==> config.mk <==
export PLATFORM = sky130hd
export DESIGN_NAME = dac_output_autorange
export DESIGN_NICKNAME = d
export VERILOG_FILES = /design/src/dar_pkg.sv /design/src/dar_decide.sv /design/src/dac_output_autorange.sv
export SDC_FILE = /design/constraint.sdc
export NUM_CORES = 1
export LEC_CHECK = 0
export ABC_AREA = 1
export BUFFER_PORTS_ARGS = -buffer_cell sky130_fd_sc_hd__clkbuf_2
export CAP_MARGIN = 20
export CORE_ASPECT_RATIO = 0.75
export CORE_MARGIN = 3
export CORE_UTILIZATION = 35
export CTS_BUF_LIST = sky130_fd_sc_hd__clkbuf_8
export CTS_CLUSTER_DIAMETER = 150
export DETAILED_ROUTE_END_ITERATION = 6
export PLACE_DENSITY = 0.49
export SETUP_SLACK_MARGIN = 0.05
export SYNTH_ARGS = -nofsm -noshare
export SYNTH_HDL_FRONTEND = slang
export SYNTH_SLANG_ARGS = --single-unit
export TNS_END_PERCENT = 50
==> constraint.sdc <==
create_clock -name clock -period 14 [get_ports clock]
set_input_delay 3.5 -clock clock [delete_from_list [all_inputs] [get_ports clock]]
set_output_delay 3.5 -clock clock [all_outputs]
set_load 0.02 [all_outputs]
==> src/dar_pkg.sv <==
// ---------------------------------------------------------------------------
// dar_pkg: shared types and range table for the output autoranger
// Holds the payload structs, register indexes and the constant table of the
// twelve converter output ranges with its lookup helpers.
// ---------------------------------------------------------------------------
package dar_pkg;

   // fixed-point and field widths
   localparam int VOLT_FRACTION_BITS = 16;
   localparam int DWELL_COUNTER_BITS = 16;
   localparam int VOLT_W             = 24;
   localparam int RANGE_W            = 4;
   localparam int RANGE_COUNT        = 12;
   localparam int FRAC_W             = 16;
   localparam int DWELL_W            = 16;
   localparam int CSR_INDEX_W        = 4;
   localparam int CSR_DATA_W         = 16;
   localparam int TABLE_W            = 7;
   // scaled bounds: table value times 2^VOLT_FRACTION_BITS, plus sign headroom
   localparam int BOUND_W            = TABLE_W + VOLT_FRACTION_BITS + 1;
   localparam int VOLT_EXT_W         = (BOUND_W > VOLT_W) ? BOUND_W : VOLT_W;
   // table value times margin fraction
   localparam int PROD_W             = TABLE_W + FRAC_W + 1;
   // margin compare: volts * 2^16 against product * 2^VOLT_FRACTION_BITS
   localparam int MARGIN_A_W         = VOLT_W + FRAC_W;
   localparam int MARGIN_B_W         = PROD_W + VOLT_FRACTION_BITS;
   localparam int MARGIN_CMP_W       = ((MARGIN_A_W > MARGIN_B_W) ? MARGIN_A_W : MARGIN_B_W) + 1;
   localparam int DWELL_CMP_W        =
      (DWELL_COUNTER_BITS > DWELL_W) ? DWELL_COUNTER_BITS : DWELL_W;

   localparam logic [RANGE_W-1:0] LAST_RANGE = RANGE_W'(RANGE_COUNT - 1);

   // register indexes on the csr port
   typedef enum logic [CSR_INDEX_W-1:0] {
      CSR_BASE_RANGE      = 4'd0,
      CSR_CEILING_RANGE   = 4'd1,
      CSR_MARGIN_FRACTION = 4'd2,
      CSR_DWELL_SAMPLES   = 4'd3
   } csr_index_type;

   typedef logic [RANGE_W-1:0] range_idx_type;

   typedef struct packed {
      logic signed [VOLT_W-1:0] volts;
      range_idx_type            current_range;
   } req_data_type;

   typedef struct packed {
      logic          switch_now;
      range_idx_type target_range;
   } rsp_data_type;

   typedef struct packed {
      range_idx_type       base_range;
      range_idx_type       ceiling_range;
      logic [FRAC_W-1:0]   margin_fraction;
      logic [DWELL_W-1:0]  dwell_samples;
   } csr_regs_type;

   // lower bound of each range in whole volts
   function automatic logic signed [TABLE_W-1:0] range_lo(input range_idx_type r);
      logic signed [TABLE_W-1:0] lo;
      case (r)
         4'd4:    lo = -7'sd5;
         4'd5:    lo = -7'sd10;
         4'd6:    lo = -7'sd20;
         4'd10:   lo = -7'sd6;
         4'd11:   lo = -7'sd12;
         default: lo = 7'sd0;
      endcase
      return lo;
   endfunction

   // upper bound of each range in whole volts
   function automatic logic signed [TABLE_W-1:0] range_hi(input range_idx_type r);
      logic signed [TABLE_W-1:0] hi;
      case (r)
         4'd0, 4'd4:  hi = 7'sd5;
         4'd1, 4'd5:  hi = 7'sd10;
         4'd2, 4'd6:  hi = 7'sd20;
         4'd3:        hi = 7'sd40;
         4'd7, 4'd10: hi = 7'sd6;
         4'd8, 4'd11: hi = 7'sd12;
         4'd9:        hi = 7'sd24;
         default:     hi = 7'sd12;
      endcase
      return hi;
   endfunction

   // width of a range in whole volts
   function automatic logic [TABLE_W-1:0] range_span(input range_idx_type r);
      return TABLE_W'(range_hi(r) - range_lo(r));
   endfunction

   // ranges ordered by span, ties kept in table order
   function automatic range_idx_type pick_order(input range_idx_type k);
      range_idx_type r;
      case (k)
         4'd0:    r = 4'd0;
         4'd1:    r = 4'd7;
         4'd2:    r = 4'd1;
         4'd3:    r = 4'd4;
         4'd4:    r = 4'd8;
         4'd5:    r = 4'd10;
         4'd6:    r = 4'd2;
         4'd7:    r = 4'd5;
         4'd8:    r = 4'd9;
         4'd9:    r = 4'd11;
         4'd10:   r = 4'd3;
         4'd11:   r = 4'd6;
         default: r = LAST_RANGE;
      endcase
      return r;
   endfunction

   // unused codes above the table map to the last range
   function automatic range_idx_type clamp_index(input range_idx_type r);
      return (r > LAST_RANGE) ? LAST_RANGE : r;
   endfunction

   function automatic logic encloses(input range_idx_type outer, input range_idx_type inner);
      return (range_lo(outer) <= range_lo(inner)) && (range_hi(outer) >= range_hi(inner));
   endfunction

   // whole volts to volt fixed point
   function automatic logic signed [BOUND_W-1:0] scaled(input logic signed [TABLE_W-1:0] whole);
      logic signed [BOUND_W-1:0] ext;
      ext = {{(BOUND_W-TABLE_W){whole[TABLE_W-1]}}, whole};
      return ext <<< VOLT_FRACTION_BITS;
   endfunction

endpackage

==> src/dar_decide.sv <==
// ---------------------------------------------------------------------------
// dar_decide: range pick and switch decision for one sample
// Searches the range table for the narrowest allowed range that holds the
// voltage, then decides between an immediate switch, a dwell-qualified
// narrowing switch, or no switch, and gives the next dwell count.
// ---------------------------------------------------------------------------
module dar_decide
   import dar_pkg::*;
(
   input  req_data_type                   item,
   input  csr_regs_type                   regs,
   input  logic [DWELL_COUNTER_BITS-1:0]  dwell_count,
   output rsp_data_type                   result,
   output logic [DWELL_COUNTER_BITS-1:0]  dwell_next
);

   range_idx_type                   cur;
   range_idx_type                   base;
   range_idx_type                   ceil_r;
   range_idx_type                   want;
   logic signed [VOLT_EXT_W-1:0]    v_ext;
   logic [RANGE_COUNT-1:0]          holds_vec;
   logic [RANGE_COUNT-1:0]          cand;
   logic                            cur_hold;
   logic signed [FRAC_W:0]          frac_s;
   logic signed [PROD_W-1:0]        lo_prod;
   logic signed [PROD_W-1:0]        hi_prod;
   logic signed [MARGIN_CMP_W-1:0]  v_cmp;
   logic signed [MARGIN_CMP_W-1:0]  lo_cmp;
   logic signed [MARGIN_CMP_W-1:0]  hi_cmp;
   logic                            margin_ok;
   logic                            wider_or_same;
   logic [DWELL_COUNTER_BITS-1:0]   dwell_inc;
   logic                            dwell_reached;

   assign cur    = clamp_index(item.current_range);
   assign base   = clamp_index(regs.base_range);
   assign ceil_r = clamp_index(regs.ceiling_range);
   assign v_ext  = {{(VOLT_EXT_W-VOLT_W){item.volts[VOLT_W-1]}}, item.volts};

   // per-range bound test and allowed mask
   always_comb begin
      for (int r = 0; r < RANGE_COUNT; r++) begin
         holds_vec[r] = (v_ext >= VOLT_EXT_W'(scaled(range_lo(RANGE_W'(r))))) &&
                        (v_ext <= VOLT_EXT_W'(scaled(range_hi(RANGE_W'(r)))));
         cand[r]      = holds_vec[r] && encloses(RANGE_W'(r), base) &&
                        encloses(ceil_r, RANGE_W'(r));
      end
   end

   // narrowest candidate wins, ceiling when none fits
   always_comb begin
      want = ceil_r;
      for (int k = RANGE_COUNT - 1; k >= 0; k--) begin
         if (cand[pick_order(RANGE_W'(k))]) begin
            want = pick_order(RANGE_W'(k));
         end
      end
   end

   assign cur_hold      = holds_vec[cur];
   assign wider_or_same = (want == cur) || (range_span(want) >= range_span(cur));

   // margin bounds of the pick: volts*2^16 against bound*frac*2^fraction_bits
   assign frac_s  = {1'b0, regs.margin_fraction};
   assign lo_prod = PROD_W'(range_lo(want)) * PROD_W'(frac_s);
   assign hi_prod = PROD_W'(range_hi(want)) * PROD_W'(frac_s);
   assign v_cmp   = MARGIN_CMP_W'(item.volts) <<< FRAC_W;
   assign lo_cmp  = MARGIN_CMP_W'(lo_prod) <<< VOLT_FRACTION_BITS;
   assign hi_cmp  = MARGIN_CMP_W'(hi_prod) <<< VOLT_FRACTION_BITS;
   assign margin_ok = (v_cmp >= lo_cmp) && (v_cmp <= hi_cmp);

   // saturating dwell count
   assign dwell_inc     = (dwell_count == '1) ? dwell_count
                                              : DWELL_COUNTER_BITS'(dwell_count + 1'b1);
   assign dwell_reached = DWELL_CMP_W'(dwell_inc) >= DWELL_CMP_W'(regs.dwell_samples);

   // switch decision
   always_comb begin
      result.switch_now   = 1'b0;
      result.target_range = item.current_range;
      dwell_next          = '0;
      if (!cur_hold) begin
         if (want != cur) begin
            result.switch_now   = 1'b1;
            result.target_range = want;
         end
      end else if (!wider_or_same && margin_ok) begin
         dwell_next = dwell_inc;
         if (dwell_reached) begin
            result.switch_now   = 1'b1;
            result.target_range = want;
         end
      end
   end

endmodule

==> src/dac_output_autorange.sv <==
// ---------------------------------------------------------------------------
// dac_output_autorange: output range selection for a multi-range converter
// Takes one requested voltage per beat and tells whether the converter
// should change range, with hysteresis and a dwell before narrowing.
// ---------------------------------------------------------------------------
// Usage
//   req channel: one beat per output sample, volts (signed, 16 fraction
//   bits) and the range index now applied.
//   rsp channel: one beat per request, in order: switch_now and the range
//   to use; target_range echoes current_range when no switch is asked.
//   csr channel: write-only, index 0..3 selects base_range, ceiling_range,
//   margin_fraction, dwell_samples; other indexes are ignored. Always ready.
//   Write it only with no request in flight.
// Timing
//   rsp valid follows the req beat: the beat lands in an input register,
//   then the range pick and decision run in one pass into the result
//   register, which drives the rsp channel.
//   Throughput is one beat per cycle while rsp_ready stays high; the dwell
//   count is updated as each sample moves into the result register.
// Reset and stall
//   Reset restores the register defaults and clears the dwell count.
//   When rsp_ready is low the result holds and an empty input register
//   still takes one more beat before req_ready drops.
// ---------------------------------------------------------------------------
module dac_output_autorange
   import dar_pkg::*;
(
   input  logic                   clock,
   input  logic                   reset,
   input  logic                   req_valid,
   output logic                   req_ready,
   input  req_data_type           req_data,
   output logic                   rsp_valid,
   input  logic                   rsp_ready,
   output rsp_data_type           rsp_data,
   input  logic                   csr_valid,
   output logic                   csr_ready,
   input  logic [CSR_INDEX_W-1:0] csr_index,
   input  logic [CSR_DATA_W-1:0]  csr_wdata
);

   csr_regs_type                  csr_regs_ff;
   csr_regs_type                  csr_regs_in;
   logic                          in_valid_ff;
   req_data_type                  in_data_ff;
   logic                          out_valid_ff;
   rsp_data_type                  out_data_ff;
   logic [DWELL_COUNTER_BITS-1:0] dwell_count_ff;
   logic [DWELL_COUNTER_BITS-1:0] dwell_count_in;
   rsp_data_type                  decide_result;
   logic                          advance;

   // register writes
   assign csr_ready = 1'b1;

   always_comb begin
      csr_regs_in = csr_regs_ff;
      if (csr_valid) begin
         case (csr_index)
            CSR_BASE_RANGE:      csr_regs_in.base_range      = csr_wdata[RANGE_W-1:0];
            CSR_CEILING_RANGE:   csr_regs_in.ceiling_range   = csr_wdata[RANGE_W-1:0];
            CSR_MARGIN_FRACTION: csr_regs_in.margin_fraction = csr_wdata[FRAC_W-1:0];
            CSR_DWELL_SAMPLES:   csr_regs_in.dwell_samples   = csr_wdata[DWELL_W-1:0];
            default:             csr_regs_in = csr_regs_ff;
         endcase
      end
   end

   always_ff @(posedge clock) begin
      if (reset) begin
         csr_regs_ff.base_range      <= RANGE_W'(0);
         csr_regs_ff.ceiling_range   <= LAST_RANGE;
         csr_regs_ff.margin_fraction <= FRAC_W'(58982);
         csr_regs_ff.dwell_samples   <= DWELL_W'(16);
      end else begin
         csr_regs_ff <= csr_regs_in;
      end
   end

   // pipeline flow
   assign advance   = in_valid_ff && (!out_valid_ff || rsp_ready);
   assign req_ready = !in_valid_ff || advance;

   dar_decide u_decide (
      .item        (in_data_ff),
      .regs        (csr_regs_ff),
      .dwell_count (dwell_count_ff),
      .result      (decide_result),
      .dwell_next  (dwell_count_in)
   );

   // input register
   always_ff @(posedge clock) begin
      if (reset) begin
         in_valid_ff <= 1'b0;
      end else if (req_ready) begin
         in_valid_ff <= req_valid;
      end
   end

   always_ff @(posedge clock) begin
      if (req_valid && req_ready) begin
         in_data_ff <= req_data;
      end
   end

   // result register and dwell state
   always_ff @(posedge clock) begin
      if (reset) begin
         out_valid_ff   <= 1'b0;
         dwell_count_ff <= '0;
      end else begin
         if (advance) begin
            out_valid_ff   <= 1'b1;
            dwell_count_ff <= dwell_count_in;
         end else if (rsp_ready) begin
            out_valid_ff <= 1'b0;
         end
      end
   end

   always_ff @(posedge clock) begin
      if (advance) begin
         out_data_ff <= decide_result;
      end
   end

   assign rsp_valid = out_valid_ff;
   assign rsp_data  = out_data_ff;

endmodule

==> results by group <==
Layout
  • Final Net Count: ~2300
  • Antenna fix cells: 0
  • Share of cells above drive strength 1: 7.71%
  • Area growth, synth to finish: 7.05%

Yosys
  • Cells after Synth: between 1500 and 2000
  • Synth Cell Area: 13800 um2
  • Synth warnings: 0
  • Distinct cells, synth: 48
  • Post-synthesis net count: 2248
  • Simple-gate share of the synthesized area: 22.8%
  • Top post-synthesis cells by count: nand2_1, inv_1, nor2_1
  • Area leader, netlist: fa_1
  • Area share of xor/xnor cells in the synthesized design: under 10%
  • Synth Register Bits: 91
  • Leading post-synthesis cells by cell area: fa_1, ha_1, nand2_1
  • Top-count cell post-synth: nand2_1
  • Synth Area in Compound Gates: 11.4%
  • Register area share after synthesis: ~16%
  • FFs w/ async S/R, synth: 0%
  • Avg Cell Area, Syn: 7.39 um2
  • Post-synth top area share: 18.4%
  • Largest family of logic cells by synthesized area: adder cells
  • Adder-cell share of the synthesized area: 36.0%
  • Main synth FF type: dfxtp_1
  • Mux cell area share after synthesis: 0%
  • Number of synthesized flops with an enable pin: 33

Placed design
  • PortBufs: 59
  • Gpl congestion: 0.886
  • Post-DP HPWL: around 35000 um

Global routing
  • Initial antenna violation count: 1
  • Total Routing Usage GR: roughly 21%
  • Largest net degree at the start of global routing: slightly above 40
  • Number of global-route vias before repair: ~12000
  • Global-route wire length before repair: between 60000 and 70000 um
  • Total grt overflow: 0

Critical path
  • CP endpoint kind: flip-flop
  • Worst path required time: between 10 and 15 ns
  • Worst Path Buf+Inv: 7
  • Worst path top cell family by delay: simple AND/OR/NAND/NOR gates
  • Worst Path Max Fanout: 21
  • CP Data Arrival Time: 10.72 ns
  • Crit-path most repeated cell: nand2_1
  • Crit Path Class: reg2reg
  • CP max-delay cell: edfxtp_1
  • Element type at the critical path start: flip-flop
  • Crit-path max cell delay: a little over 0.7 ns

STA
  • Layout Skew: ~0.026 ns
  • Worst-margin pin slew: 0.986 ns
  • Max Clock Freq: 95.0 MHz
  • Relative slew slack: about 34%
  • Final Hold Viols: 0
  • Max Transition Viols Final: 0
  • Final Setup Violations: 0
  • Final hold slack: 0.471 ns
  • Fin Setup TNS: 0 ns
  • Post-layout min period: between 10 and 15 ns
  • RSZ-0062 raised after global routing: false
  • Period utilization: 75.2%

Route
  • DRT Pass-1 Iters: 5
  • DRT antenna net count: 0
  • 1st-iter DRT viols: 896
  • Highest routed layer: met4
  • Routed wl met2: 17100 um
  • Vias/cell: 5.07
  • WL met1: 22500 um
  • Wirelength per Cell: approximately 18 um
  • Met3 WL: 2510 um
  • Post-route DRC: 0
  • Vias after detailed routing: 12300
  • Drt total wl: 42400 um

Die
  • Die Span Y: 178 um
  • Initial Utilization: 35.8%
  • Rows: 62
  • I/O Pins: 61
  • Die Width: 236 um
  • Die area: 42000 um2
  • Core Area: 38600 um2

Clocking
  • Max clock buf depth: 2
  • Post-cts resize count: 0
  • Clk slew on worst S/H paths: 0.12 ns
  • Post-CTS Setup Bufs: 0
  • Cts hold-fix bufs: 0
  • Root Driver: clkbuf_8
  • CTS HTree Levels: 3
  • CTS tree: built
  • Clock sink count: 91
  • Latest clock arrival within the worst-skew pair: around 0.43 ns
  • CTS Buf Count: 9

Pwr
  • Leak: 0.00763 uW
  • PD cells: about 150 nW/um2
  • Maximum vdd ir drop: 87.1 uV

Flow run
  • Max cap viols: 0

Worst hold path
  • HP Class: reg2reg

Status
  • Status: finished clean
worst paths after layout:
check	depth (start not counted)	slack, ns	to	startpoint
hold reg to reg	2	0.47	csr_regs_ff[3]	csr_regs_ff[3]
setup / recovery	50	3.47	rsp_data[2]	in_data_ff[27]
hold / removal	2	0.47	csr_regs_ff[3]	csr_regs_ff[3]
setup reg to reg	50	3.47	rsp_data[2]	in_data_ff[27]
metrics by stage:
step / total power [uW] / setup slack, ns / instance area, um2 / util, % / instances
2_1_floorplan: 1530 / 5.82 / 13800 / - / 1873
6_report: 2230 / 3.47 / 14800 / 38.4 / 2418
5_1_grt: 2500 / 2.52 / 14800 / 38.4 / 2418
3_5_place_dp: 1990 / 3.51 / 14600 / 37.8 / 2402
4_1_cts: 2230 / 3.49 / 14800 / 38.4 / 2418
3_3_place_gp: 1990 / 3.69 / 14600 / 37.7 / 2401
per-layer routing:
layer | global-route usage [%] | vias up
li1 | - | 6067
met1 | 32.7 | 5864
met2 | 29.5 | 308
met3 | 2.81 | 25
met4 | 3.17 | 0
met5 | 0 | -
cell usage in the layout, fill, tap and decap left out, drive strengths merged:
master,instances
fa,127
nor3,17
o21ai,110
ha,195
a21oi,150
o21a,5
a31o,1
edfxtp,33
o2111ai,1
xnor2,25
xor2,34
conb,1
a21boi,6
nor2,251
nand2,349
nand3b,3
buf,4
and3,3
o21bai,3
a31oi,7
inv,320
nor4,2
o31ai,1
nand3,68
bufinv,2
dfxtp,58
clkinv,10
clkbuf,68
nand4,39
o211ai,7
nor4b,1
o221ai,2
a21o,2
nor3b,1
flip-flops by register name, indices dropped and copies added (netlist names):
signal          cells
csr_regs_ff        40
rsp_data            5
rsp_valid           1
in_valid_ff         1
dwell_count_ff     16
in_data_ff         28
power breakdown:
part           total [uW]  internal [uW]  switching, uW
sequential            303            288           15.3
combinational        1700            625           1080
clock                 223            104            119
area by class of cell:
| class | count | area [um2] |
|---|---|---|
| Sequential cell | 91 | 2150 |
| Tap cell | 512 | 641 |
| Timing Repair Buffer | 63 | 338 |
| Clock inverter | 7 | 104 |
| Inverter | 325 | 1220 |
| Fill cell | 4111 | 23800 |
| Multi-Input combinational cell | 1411 | 10200 |
| Clock buffer | 9 | 124 |
logic make-up (layout without fill, tap and decap cells):
family / after synthesis / count (layout)
and+or+nand+nor: 734 / 734
AOI/OAI and AO/OA: 295 / 295
other: 1 / 1
DFF: 91 / 91
adders and majority gates: 322 / 322
xor gates and xnor gates: 59 / 59
buffers and inverters: 371 / 404
tightest hold or removal path, cell delays in order, from the launching register on:
cell and delay (ns):
dfxtp_1 0.32, inv_1 0.06, a21oi_1 0.06
Power figures use the tool's default switching activity.
